$ cat config.mk
export PLATFORM = sky130hd
export DESIGN_NAME = predator_prey_map_step_core
export DESIGN_NICKNAME = d
export VERILOG_FILES = /design/src/sv/ppms_pkg.sv /design/src/sv/predator_prey_map_step_core.sv
export SDC_FILE = /design/constraint.sdc
export NUM_CORES = 2
export LEC_CHECK = 0
export BUFFER_PORTS_ARGS = -buffer_cell sky130_fd_sc_hd__buf_2
export CAP_MARGIN = 10
export CORE_UTILIZATION = 30
export CTS_BUF_LIST = sky130_fd_sc_hd__clkbuf_4 sky130_fd_sc_hd__clkbuf_8
export DETAILED_ROUTE_END_ITERATION = 8
export GPL_TIMING_DRIVEN = 0
export SLEW_MARGIN = 20
export SYNTH_ARGS = -nofsm -noshare
export SYNTH_HDL_FRONTEND = slang
export SYNTH_SLANG_ARGS = --single-unit
$ cat constraint.sdc
create_clock -name clk -period 13.6 [get_ports clk]
set_input_delay 1.36 -clock clk [delete_from_list [all_inputs] [get_ports clk]]
set_output_delay 1.36 -clock clk [all_outputs]
set_load 0.02 [all_outputs]
$ cat src/sv/ppms_pkg.sv
`timescale 1ns / 1ps
// ----------------------------------------------------------------------------
// ppms_pkg
// shared types, constants and the control program of the predator-prey map core
// ----------------------------------------------------------------------------
package ppms_pkg;

    // default datapath shape
    localparam int WORD_WIDTH_DEF = 48;
    localparam int FRAC_BITS_DEF  = 32;

    // register reset values (raw fixed point bit patterns)
    localparam logic [63:0] GROWTH_RESET      = 64'd171798692;
    localparam logic [63:0] INTERACTION_RESET = 64'd2147484;
    localparam logic [63:0] DEATH_RESET       = 64'd858993459;
    localparam logic [63:0] CONVERSION_RESET  = 64'd429496730;
    localparam logic [63:0] PREY_START_RESET  = 64'd429496730;
    localparam logic [63:0] PRED_START_RESET  = 64'd429496730;

    // configuration register indexes
    localparam int          CFG_IDX_W      = 3;
    localparam logic [2:0]  CFG_GROWTH     = 3'd0;
    localparam logic [2:0]  CFG_INTERACT   = 3'd1;
    localparam logic [2:0]  CFG_DEATH      = 3'd2;
    localparam logic [2:0]  CFG_CONVERSION = 3'd3;
    localparam logic [2:0]  CFG_PREY_START = 3'd4;
    localparam logic [2:0]  CFG_PRED_START = 3'd5;

    // item kinds
    localparam logic [1:0]  KIND_STEP        = 2'd0;
    localparam logic [1:0]  KIND_LOAD_START  = 2'd1;
    localparam logic [1:0]  KIND_LOAD_CARRY  = 2'd2;

    // sequencer
    localparam int PC_W = 5;

    typedef enum logic
    {
        SEQ_IDLE,
        SEQ_RUN
    } seq_state_t;

    typedef enum logic [2:0]
    {
        OP_LOAD,
        OP_PART,
        OP_FIN,
        OP_SUM_PREY,
        OP_SUM_PRED,
        OP_DONE
    } op_t;

    typedef enum logic [2:0]
    {
        SRC_A,
        SRC_B,
        SRC_C,
        SRC_E,
        SRC_PREY,
        SRC_PRED,
        SRC_PP,
        SRC_BPP
    } src_t;

    typedef enum logic [2:0]
    {
        DST_AR,
        DST_PP,
        DST_BPP,
        DST_EBPP,
        DST_CF
    } dst_t;

    typedef struct packed
    {
        op_t             op;
        src_t            src_x;
        src_t            src_y;
        dst_t            dst;
        logic            loop;
        logic [PC_W-1:0] target;
    } ctrl_t;

    function automatic ctrl_t ucode(input logic [PC_W-1:0] pc);
        ctrl_t c;
        c.op     = OP_DONE;
        c.src_x  = SRC_A;
        c.src_y  = SRC_PREY;
        c.dst    = DST_AR;
        c.loop   = 1'b0;
        c.target = pc;
        case (pc)
            // a * prey
            5'd0:  begin c.op = OP_LOAD; c.src_x = SRC_A; c.src_y = SRC_PREY; end
            5'd1:  begin c.op = OP_PART; c.loop = 1'b1; end
            5'd2:  begin c.op = OP_FIN;  c.dst = DST_AR; end
            // prey * pred
            5'd3:  begin c.op = OP_LOAD; c.src_x = SRC_PREY; c.src_y = SRC_PRED; end
            5'd4:  begin c.op = OP_PART; c.loop = 1'b1; end
            5'd5:  begin c.op = OP_FIN;  c.dst = DST_PP; end
            // b * pp
            5'd6:  begin c.op = OP_LOAD; c.src_x = SRC_B; c.src_y = SRC_PP; end
            5'd7:  begin c.op = OP_PART; c.loop = 1'b1; end
            5'd8:  begin c.op = OP_FIN;  c.dst = DST_BPP; end
            // e * bpp
            5'd9:  begin c.op = OP_LOAD; c.src_x = SRC_E; c.src_y = SRC_BPP; end
            5'd10: begin c.op = OP_PART; c.loop = 1'b1; end
            5'd11: begin c.op = OP_FIN;  c.dst = DST_EBPP; end
            // c * pred
            5'd12: begin c.op = OP_LOAD; c.src_x = SRC_C; c.src_y = SRC_PRED; end
            5'd13: begin c.op = OP_PART; c.loop = 1'b1; end
            5'd14: begin c.op = OP_FIN;  c.dst = DST_CF; end
            // new pair
            5'd15: c.op = OP_SUM_PREY;
            5'd16: c.op = OP_SUM_PRED;
            default: c.op = OP_DONE;
        endcase
        return c;
    endfunction

endpackage

$ cat src/sv/predator_prey_map_step_core.sv
`timescale 1ns / 1ps
// ----------------------------------------------------------------------------
// predator_prey_map_step_core
// one step of the discrete predator-prey map in saturating signed fixed point
// ----------------------------------------------------------------------------
//
//  channel | signals                              | beat carries
//  --------+--------------------------------------+--------------------------------
//  cfg     | cfg_valid cfg_ready cfg_index cfg_data | register write, index 0..5
//  s       | s_tvalid s_tready s_tdata s_tuser    | kind, prey_load, predator_load
//  m       | m_tvalid m_tready m_tdata m_tuser    | prey_out, predator_out, saturated
//
//  a step beat runs the accept step, then five products (operand load, four
//  half-width partial products through one shared multiplier, shift and
//  clamp), then the prey sum, the predator sum and the write-back step.
//  load beats and unused kinds leave the sequencer idle and give no result.
//  reset loads the rates, the start values and the pair; no clearing pass.
//  a finished result waits in the output register; only the write-back step of
//  the next step beat stalls on it, so input beats are still accepted meanwhile.
//
module predator_prey_map_step_core
#(
    parameter int WORD_WIDTH = ppms_pkg::WORD_WIDTH_DEF,
    parameter int FRAC_BITS  = ppms_pkg::FRAC_BITS_DEF
)
(
    input  logic                                     clk,
    input  logic                                     rst_n,

    input  logic                                     cfg_valid,
    output logic                                     cfg_ready,
    input  logic [ppms_pkg::CFG_IDX_W-1:0]           cfg_index,
    input  logic [WORD_WIDTH-1:0]                    cfg_data,

    input  logic                                     s_tvalid,
    output logic                                     s_tready,
    // prey_load, predator_load, zero fill
    input  logic [((2*WORD_WIDTH+7)/8)*8-1:0]        s_tdata,
    // kind
    input  logic [1:0]                               s_tuser,

    output logic                                     m_tvalid,
    input  logic                                     m_tready,
    // prey_out, predator_out, zero fill
    output logic [((2*WORD_WIDTH+7)/8)*8-1:0]        m_tdata,
    // saturated
    output logic                                     m_tuser
);

    localparam int W       = WORD_WIDTH;
    localparam int H       = (WORD_WIDTH + 1) / 2;   // multiplier half width
    localparam int AW      = 4 * H;                  // product accumulator width
    localparam int TDATA_W = ((2*WORD_WIDTH+7)/8)*8;

    localparam logic [W-1:0] WMAX = {1'b0, {(W-1){1'b1}}};
    localparam logic [W-1:0] WMIN = {1'b1, {(W-1){1'b0}}};

    // ------------------------------------------------------------------
    // registers
    // ------------------------------------------------------------------
    ppms_pkg::seq_state_t      state_reg, state_next;
    logic [ppms_pkg::PC_W-1:0] pc_reg, pc_next;

    // configuration
    logic [W-1:0] a_reg, a_next;
    logic [W-1:0] b_reg, b_next;
    logic [W-1:0] c_reg, c_next;
    logic [W-1:0] e_reg, e_next;
    logic [W-1:0] prey0_reg, prey0_next;
    logic [W-1:0] pred0_reg, pred0_next;

    // map state
    logic [W-1:0] prey_reg, prey_next;
    logic [W-1:0] pred_reg, pred_next;

    // step temporaries
    logic [W-1:0] ar_reg, ar_next;
    logic [W-1:0] pp_reg, pp_next;
    logic [W-1:0] bpp_reg, bpp_next;
    logic [W-1:0] ebpp_reg, ebpp_next;
    logic [W-1:0] cf_reg, cf_next;
    logic [W-1:0] nprey_reg, nprey_next;
    logic [W-1:0] npred_reg, npred_next;
    logic         sat_reg, sat_next;

    // shared multiplier
    logic [2*H-1:0]        mx_reg, mx_next;
    logic [2*H-1:0]        my_reg, my_next;
    logic                  mneg_reg, mneg_next;
    logic signed [AW-1:0]  acc_reg, acc_next;
    logic [1:0]            part_reg, part_next;

    // output register
    logic         ovalid_reg, ovalid_next;
    logic [W-1:0] oprey_reg, oprey_next;
    logic [W-1:0] opred_reg, opred_next;
    logic         osat_reg, osat_next;

    // ------------------------------------------------------------------
    // control
    // ------------------------------------------------------------------
    ppms_pkg::ctrl_t ctrl;
    logic            in_beat;
    logic            step_beat;
    logic            out_free;
    logic            running;

    assign ctrl      = ppms_pkg::ucode(pc_reg);
    assign in_beat   = s_tvalid && s_tready;
    assign step_beat = in_beat && (s_tuser == ppms_pkg::KIND_STEP);
    // output register can take a new result this cycle
    assign out_free  = !ovalid_reg || m_tready;

    // next state
    always_comb
    begin
        state_next = state_reg;
        unique case (state_reg)
            ppms_pkg::SEQ_IDLE:
            begin
                if (step_beat)
                begin
                    state_next = ppms_pkg::SEQ_RUN;
                end
            end
            ppms_pkg::SEQ_RUN:
            begin
                if (ctrl.op == ppms_pkg::OP_DONE && out_free)
                begin
                    state_next = ppms_pkg::SEQ_IDLE;
                end
            end
            default: state_next = ppms_pkg::SEQ_IDLE;
        endcase
    end

    // state outputs
    always_comb
    begin
        s_tready = 1'b0;
        running  = 1'b0;
        unique case (state_reg)
            ppms_pkg::SEQ_IDLE: s_tready = 1'b1;
            ppms_pkg::SEQ_RUN:  running  = 1'b1;
            default:
            begin
                s_tready = 1'b0;
                running  = 1'b0;
            end
        endcase
    end

    // ------------------------------------------------------------------
    // datapath
    // ------------------------------------------------------------------
    logic [W-1:0]         sel_x, sel_y;
    logic [W-1:0]         mag_x, mag_y;
    logic [H-1:0]         half_x, half_y;
    logic [2*H-1:0]       half_prod;
    logic [AW-1:0]        prod_ext;
    logic [AW-1:0]        prod_sh;
    logic signed [AW-1:0] acc_sar;
    logic                 prod_ok;
    logic [W-1:0]         prod_clamped;
    logic [W-1:0]         sum_x, sum_y, sum_z;
    logic [W+1:0]         sum_full;
    logic                 sum_ok;
    logic [W-1:0]         sum_clamped;

    function automatic logic [W-1:0] pick(input ppms_pkg::src_t s,
                                          input logic [W-1:0] a, input logic [W-1:0] b,
                                          input logic [W-1:0] c, input logic [W-1:0] e,
                                          input logic [W-1:0] prey, input logic [W-1:0] pred,
                                          input logic [W-1:0] pp, input logic [W-1:0] bpp);
        logic [W-1:0] r;
        r = a;
        unique case (s)
            ppms_pkg::SRC_A:    r = a;
            ppms_pkg::SRC_B:    r = b;
            ppms_pkg::SRC_C:    r = c;
            ppms_pkg::SRC_E:    r = e;
            ppms_pkg::SRC_PREY: r = prey;
            ppms_pkg::SRC_PRED: r = pred;
            ppms_pkg::SRC_PP:   r = pp;
            ppms_pkg::SRC_BPP:  r = bpp;
            default:            r = a;
        endcase
        return r;
    endfunction

    always_comb
    begin
        sel_x = pick(ctrl.src_x, a_reg, b_reg, c_reg, e_reg,
                     prey_reg, pred_reg, pp_reg, bpp_reg);
        sel_y = pick(ctrl.src_y, a_reg, b_reg, c_reg, e_reg,
                     prey_reg, pred_reg, pp_reg, bpp_reg);
        // magnitudes; the most negative word maps to 2^(W-1) unsigned
        mag_x = sel_x[W-1] ? (~sel_x + 1'b1) : sel_x;
        mag_y = sel_y[W-1] ? (~sel_y + 1'b1) : sel_y;
    end

    // one half-width partial product per cycle: part[0] picks the half of x,
    // part[1] the half of y
    always_comb
    begin
        half_x    = part_reg[0] ? mx_reg[2*H-1:H] : mx_reg[H-1:0];
        half_y    = part_reg[1] ? my_reg[2*H-1:H] : my_reg[H-1:0];
        half_prod = half_x * half_y;
        prod_ext  = AW'(half_prod);
        case (part_reg)
            2'd0:    prod_sh = prod_ext;
            2'd1:    prod_sh = prod_ext << H;
            2'd2:    prod_sh = prod_ext << H;
            default: prod_sh = prod_ext << (2*H);
        endcase
    end

    // drop fraction bits (floor) and clamp to the word
    always_comb
    begin
        acc_sar      = acc_reg >>> FRAC_BITS;
        prod_ok      = (&acc_sar[AW-1:W-1]) || !(|acc_sar[AW-1:W-1]);
        prod_clamped = prod_ok ? acc_sar[W-1:0] : (acc_reg[AW-1] ? WMIN : WMAX);
    end

    // three-term sum with one clamp
    always_comb
    begin
        if (ctrl.op == ppms_pkg::OP_SUM_PRED)
        begin
            sum_x = pred_reg;
            sum_y = ebpp_reg;
            sum_z = cf_reg;
        end
        else
        begin
            sum_x = prey_reg;
            sum_y = ar_reg;
            sum_z = bpp_reg;
        end
        sum_full = {{2{sum_x[W-1]}}, sum_x} + {{2{sum_y[W-1]}}, sum_y}
                 - {{2{sum_z[W-1]}}, sum_z};
        sum_ok      = (&sum_full[W+1:W-1]) || !(|sum_full[W+1:W-1]);
        sum_clamped = sum_ok ? sum_full[W-1:0] : (sum_full[W+1] ? WMIN : WMAX);
    end

    // ------------------------------------------------------------------
    // next values
    // ------------------------------------------------------------------
    always_comb
    begin
        pc_next     = pc_reg;
        a_next      = a_reg;
        b_next      = b_reg;
        c_next      = c_reg;
        e_next      = e_reg;
        prey0_next  = prey0_reg;
        pred0_next  = pred0_reg;
        prey_next   = prey_reg;
        pred_next   = pred_reg;
        ar_next     = ar_reg;
        pp_next     = pp_reg;
        bpp_next    = bpp_reg;
        ebpp_next   = ebpp_reg;
        cf_next     = cf_reg;
        nprey_next  = nprey_reg;
        npred_next  = npred_reg;
        sat_next    = sat_reg;
        mx_next     = mx_reg;
        my_next     = my_reg;
        mneg_next   = mneg_reg;
        acc_next    = acc_reg;
        part_next   = part_reg;
        ovalid_next = ovalid_reg;
        oprey_next  = oprey_reg;
        opred_next  = opred_reg;
        osat_next   = osat_reg;

        if (ovalid_reg && m_tready)
        begin
            ovalid_next = 1'b0;
        end

        // config writes; indexes past the list are dropped
        if (cfg_valid && cfg_ready)
        begin
            case (cfg_index)
                ppms_pkg::CFG_GROWTH:     a_next     = cfg_data;
                ppms_pkg::CFG_INTERACT:   b_next     = cfg_data;
                ppms_pkg::CFG_DEATH:      c_next     = cfg_data;
                ppms_pkg::CFG_CONVERSION: e_next     = cfg_data;
                ppms_pkg::CFG_PREY_START: prey0_next = cfg_data;
                ppms_pkg::CFG_PRED_START: pred0_next = cfg_data;
                default: ;
            endcase
        end

        if (in_beat)
        begin
            case (s_tuser)
                ppms_pkg::KIND_STEP:
                begin
                    pc_next  = '0;
                    sat_next = 1'b0;
                end
                ppms_pkg::KIND_LOAD_START:
                begin
                    prey_next = prey0_reg;
                    pred_next = pred0_reg;
                end
                ppms_pkg::KIND_LOAD_CARRY:
                begin
                    prey_next = s_tdata[W-1:0];
                    pred_next = s_tdata[2*W-1:W];
                end
                default: ;
            endcase
        end

        if (running)
        begin
            unique case (ctrl.op)
                ppms_pkg::OP_LOAD:
                begin
                    mx_next   = (2*H)'(mag_x);
                    my_next   = (2*H)'(mag_y);
                    mneg_next = sel_x[W-1] ^ sel_y[W-1];
                    acc_next  = '0;
                    part_next = '0;
                    pc_next   = pc_reg + 1'b1;
                end
                ppms_pkg::OP_PART:
                begin
                    // signed accumulation keeps the product exact
                    acc_next  = mneg_reg ? (acc_reg - $signed(prod_sh))
                                         : (acc_reg + $signed(prod_sh));
                    part_next = part_reg + 1'b1;
                    if (ctrl.loop && part_reg != 2'd3)
                    begin
                        pc_next = ctrl.target;
                    end
                    else
                    begin
                        pc_next = pc_reg + 1'b1;
                    end
                end
                ppms_pkg::OP_FIN:
                begin
                    sat_next = sat_reg | !prod_ok;
                    unique case (ctrl.dst)
                        ppms_pkg::DST_AR:   ar_next   = prod_clamped;
                        ppms_pkg::DST_PP:   pp_next   = prod_clamped;
                        ppms_pkg::DST_BPP:  bpp_next  = prod_clamped;
                        ppms_pkg::DST_EBPP: ebpp_next = prod_clamped;
                        ppms_pkg::DST_CF:   cf_next   = prod_clamped;
                        default: ;
                    endcase
                    pc_next = pc_reg + 1'b1;
                end
                ppms_pkg::OP_SUM_PREY:
                begin
                    nprey_next = sum_clamped;
                    sat_next   = sat_reg | !sum_ok;
                    pc_next    = pc_reg + 1'b1;
                end
                ppms_pkg::OP_SUM_PRED:
                begin
                    npred_next = sum_clamped;
                    sat_next   = sat_reg | !sum_ok;
                    pc_next    = pc_reg + 1'b1;
                end
                ppms_pkg::OP_DONE:
                begin
                    // write back only once the output register is free
                    if (out_free)
                    begin
                        prey_next   = nprey_reg;
                        pred_next   = npred_reg;
                        ovalid_next = 1'b1;
                        oprey_next  = nprey_reg;
                        opred_next  = npred_reg;
                        osat_next   = sat_reg;
                    end
                end
                default: ;
            endcase
        end
    end

    // ------------------------------------------------------------------
    // register update
    // ------------------------------------------------------------------
    always_ff @(posedge clk or negedge rst_n)
    begin
        if (!rst_n)
        begin
            state_reg  <= ppms_pkg::SEQ_IDLE;
            pc_reg     <= '0;
            ovalid_reg <= 1'b0;
            a_reg      <= W'(ppms_pkg::GROWTH_RESET);
            b_reg      <= W'(ppms_pkg::INTERACTION_RESET);
            c_reg      <= W'(ppms_pkg::DEATH_RESET);
            e_reg      <= W'(ppms_pkg::CONVERSION_RESET);
            prey0_reg  <= W'(ppms_pkg::PREY_START_RESET);
            pred0_reg  <= W'(ppms_pkg::PRED_START_RESET);
            prey_reg   <= W'(ppms_pkg::PREY_START_RESET);
            pred_reg   <= W'(ppms_pkg::PRED_START_RESET);
        end
        else
        begin
            state_reg  <= state_next;
            pc_reg     <= pc_next;
            ovalid_reg <= ovalid_next;
            a_reg      <= a_next;
            b_reg      <= b_next;
            c_reg      <= c_next;
            e_reg      <= e_next;
            prey0_reg  <= prey0_next;
            pred0_reg  <= pred0_next;
            prey_reg   <= prey_next;
            pred_reg   <= pred_next;
        end
    end

    // payload, no reset
    always_ff @(posedge clk)
    begin
        ar_reg    <= ar_next;
        pp_reg    <= pp_next;
        bpp_reg   <= bpp_next;
        ebpp_reg  <= ebpp_next;
        cf_reg    <= cf_next;
        nprey_reg <= nprey_next;
        npred_reg <= npred_next;
        sat_reg   <= sat_next;
        mx_reg    <= mx_next;
        my_reg    <= my_next;
        mneg_reg  <= mneg_next;
        acc_reg   <= acc_next;
        part_reg  <= part_next;
        oprey_reg <= oprey_next;
        opred_reg <= opred_next;
        osat_reg  <= osat_next;
    end

    // ------------------------------------------------------------------
    // ports
    // ------------------------------------------------------------------
    assign cfg_ready = 1'b1;
    assign m_tvalid  = ovalid_reg;
    assign m_tdata   = TDATA_W'({opred_reg, oprey_reg});
    assign m_tuser   = osat_reg;

endmodule
==> results.tsv <==
metric	value	unit
status	finished with violations	
violations	DRC	
nets	8941	
viasPerCell	5.60	
synthArstFlopShare	0.383	
grt_usage	0.258	
finalHoldViolCount	0	
dp_cells	11026	
grt_max_degree	99	
clkSinkCount	1020	
path_clk_slew	0.07	ns
worst_setup_path_start_kind	flip-flop	
cp_top_family	adder cells	
htree_levels	4	
fin_crit	13.23	ns
dpl.hpwl	272000	µm
path_class	reg -> reg	
fin_cells	11441	
ys_types	106	
area_growth	16.5	%
synthFlopType	edfxtp_1	
design.core.area	251000	µm²
critPathMaxFanout	10	
slew_violations	0	
slowest_stage	fa_1	
tritoncts	done	
arrival	13.92	ns
slew_headroom	0.0940	
clock.fmax	0.0756	GHz
finClkSkew	0.0658	ns
fin_crit_sh	0.973	
hold_buffers	0	
drt-pass1-iter-count	9	
drt_iter0_markers	8270	
place.gp.congestion	1.04	
start_util	0.302	
synth_area_per_cell	10.3	µm²
num_vias	64061	
io-pin-count	254	
yosysWarnings	0	
critPathRequiredTime	14.30	ns
synth-seq-cells	1020	
drive_above_1_share	0.193	
rows	184	
dieWidth	505	µm
drc	30	
cts_root_buffer	clkbuf_8	
synth_edf_count	628	
grt_pass1_vias	62474	
finalSetupViolations	0	
netlist_instances	7370	
slowest_delay	0.58	ns
drt-total-wl	337000	µm
dieArea	255000	µm²
grt_remaining_overflow	0	
end_kind	flip-flop	
worstHoldPathType	in -> async	
critPathMostFrequentCell	fa_1	
clkLatencyLatePin	1.03	ns
cts_max_path_buffers	3	
largest_reg_flops	96	
netlist_area	75900	µm²
syn-num-nets	8387	
routedWlPerCell	29.5	µm
path_buf_inv	11	
worstMarginPinSlew	1.36	ns
cts_made_buffers	174	
die_h	505	µm
port_buffers	252	
maxCapViolations	0	
ys_seq_area_frac	0.379	
antenna_found_initial	21	
grt_pass1_wl	470000	µm
drt.antenna.violating_nets	0	
## cell families after synthesis
| group | count (synthesis) | synth area share |
|---|---|---|
| and+or+nand+nor | 1936 | 0.114 |
| AOI/OAI and AO/OA | 1636 | 0.145 |
| buffers and inverters | 1068 | 0.0533 |
| DFF | 1020 | 0.379 |
| adders and majority gates | 863 | 0.195 |
| muxes | 532 | 0.0772 |
| xor gates and xnor gates | 314 | 0.0362 |
| other | 1 | 0.0000494 |
## final cells by class
cell class | instances | area, µm²
Fill cell | 25324 | 163000
Multi-Input combinational cell | 5282 | 44400
Sequential cell | 1020 | 28800
Tap cell | 3348 | 4190
Clock buffer | 258 | 3140
Timing Repair Buffer | 382 | 2710
Inverter | 643 | 2410
Buffer | 421 | 1930
Clock inverter | 70 | 778
Antenna cell | 17 | 42.5
## metrics by stage
| stage | hold WS, ns | setup TNS (ns) | area (µm²) | util | setup WS (ns) |
|---|---|---|---|---|---|
| final | 0.275 | 0 | 88400 | 0.352 | 0.372 |
| after global routing | 0.272 | -0.0720 | 88400 | 0.352 | -0.0607 |
| after global placement | 0.440 | -643.26 | 81400 | 0.324 | -4.64 |
| after floorplan | 0.426 | 0 | 75900 | - | 1.33 |
| after detailed placement | 0.433 | -149.50 | 82400 | 0.328 | -3.80 |
| after CTS | 0.205 | 0 | 87600 | 0.348 | 0.00320 |
## path summary, 6_finish.rpt
path	from	end	slack, ns	depth (start not counted)
setup / recovery	part_reg[0]	acc_reg[86]	0.37	45
hold / removal	rst_n	pred_reg[21]	0.28	1
setup reg to reg	part_reg[0]	acc_reg[86]	0.37	45
hold reg to reg	npred_reg[41]	opred_reg[41]	0.45	0
max in group asynchronous	rst_n	a_reg[5]	11.40	4
min in group clk	npred_reg[41]	opred_reg[41]	0.45	0
## cells in the final DEF, fill, tap and decap left out, drive strengths merged, types with 129 or more instances in the layout
cell type / Yosys / final
dfrtp: 279 / 279
ha: 332 / 332
xor2: 129 / 129
fa: 531 / 531
inv: 643 / 652
xnor2: 185 / 185
a21oi: 316 / 316
a21o: 179 / 179
edfxtp: 628 / 628
buf: 51 / 446
mux2: 430 / 430
nand2: 775 / 775
nor2: 604 / 604
o21ai: 452 / 452
clkbuf: 374 / 615
## cell usage after synthesis, types with 179 or more instances
library cell  count  share of area
ha_1            332          0.055
a21o_1          179          0.018
nor2_1          604          0.030
edfxtp_1        628           0.25
inv_1           643          0.032
a21oi_1         311          0.021
dfrtp_1         279          0.092
mux2_2          430          0.064
clkbuf_1        374          0.018
xnor2_1         185          0.021
o21ai_0         438          0.029
nand2_1         773          0.038
fa_1            531           0.14
## layer usage
layer / wire [µm] / up-vias / global-route usage
met1: 136000 / 32708 / 0.343
met5: 82 / - / 0
met4: 20600 / 12 / 0.137
li1: - / 27163 / -
met2: 149000 / 3517 / 0.396
met3: 31600 / 661 / 0.0503
## timing repair
action | in CTS | in global routing
endpoints found under the setup margin | 68 | 30
gates resized for setup | 224 | 140
pin swaps | 12 | 21
setup buffers | 32 | 37
Power is left out: the tool's default activity adds up to more than one toggle a clock period on the data nets, which glitch-free logic cannot reach.
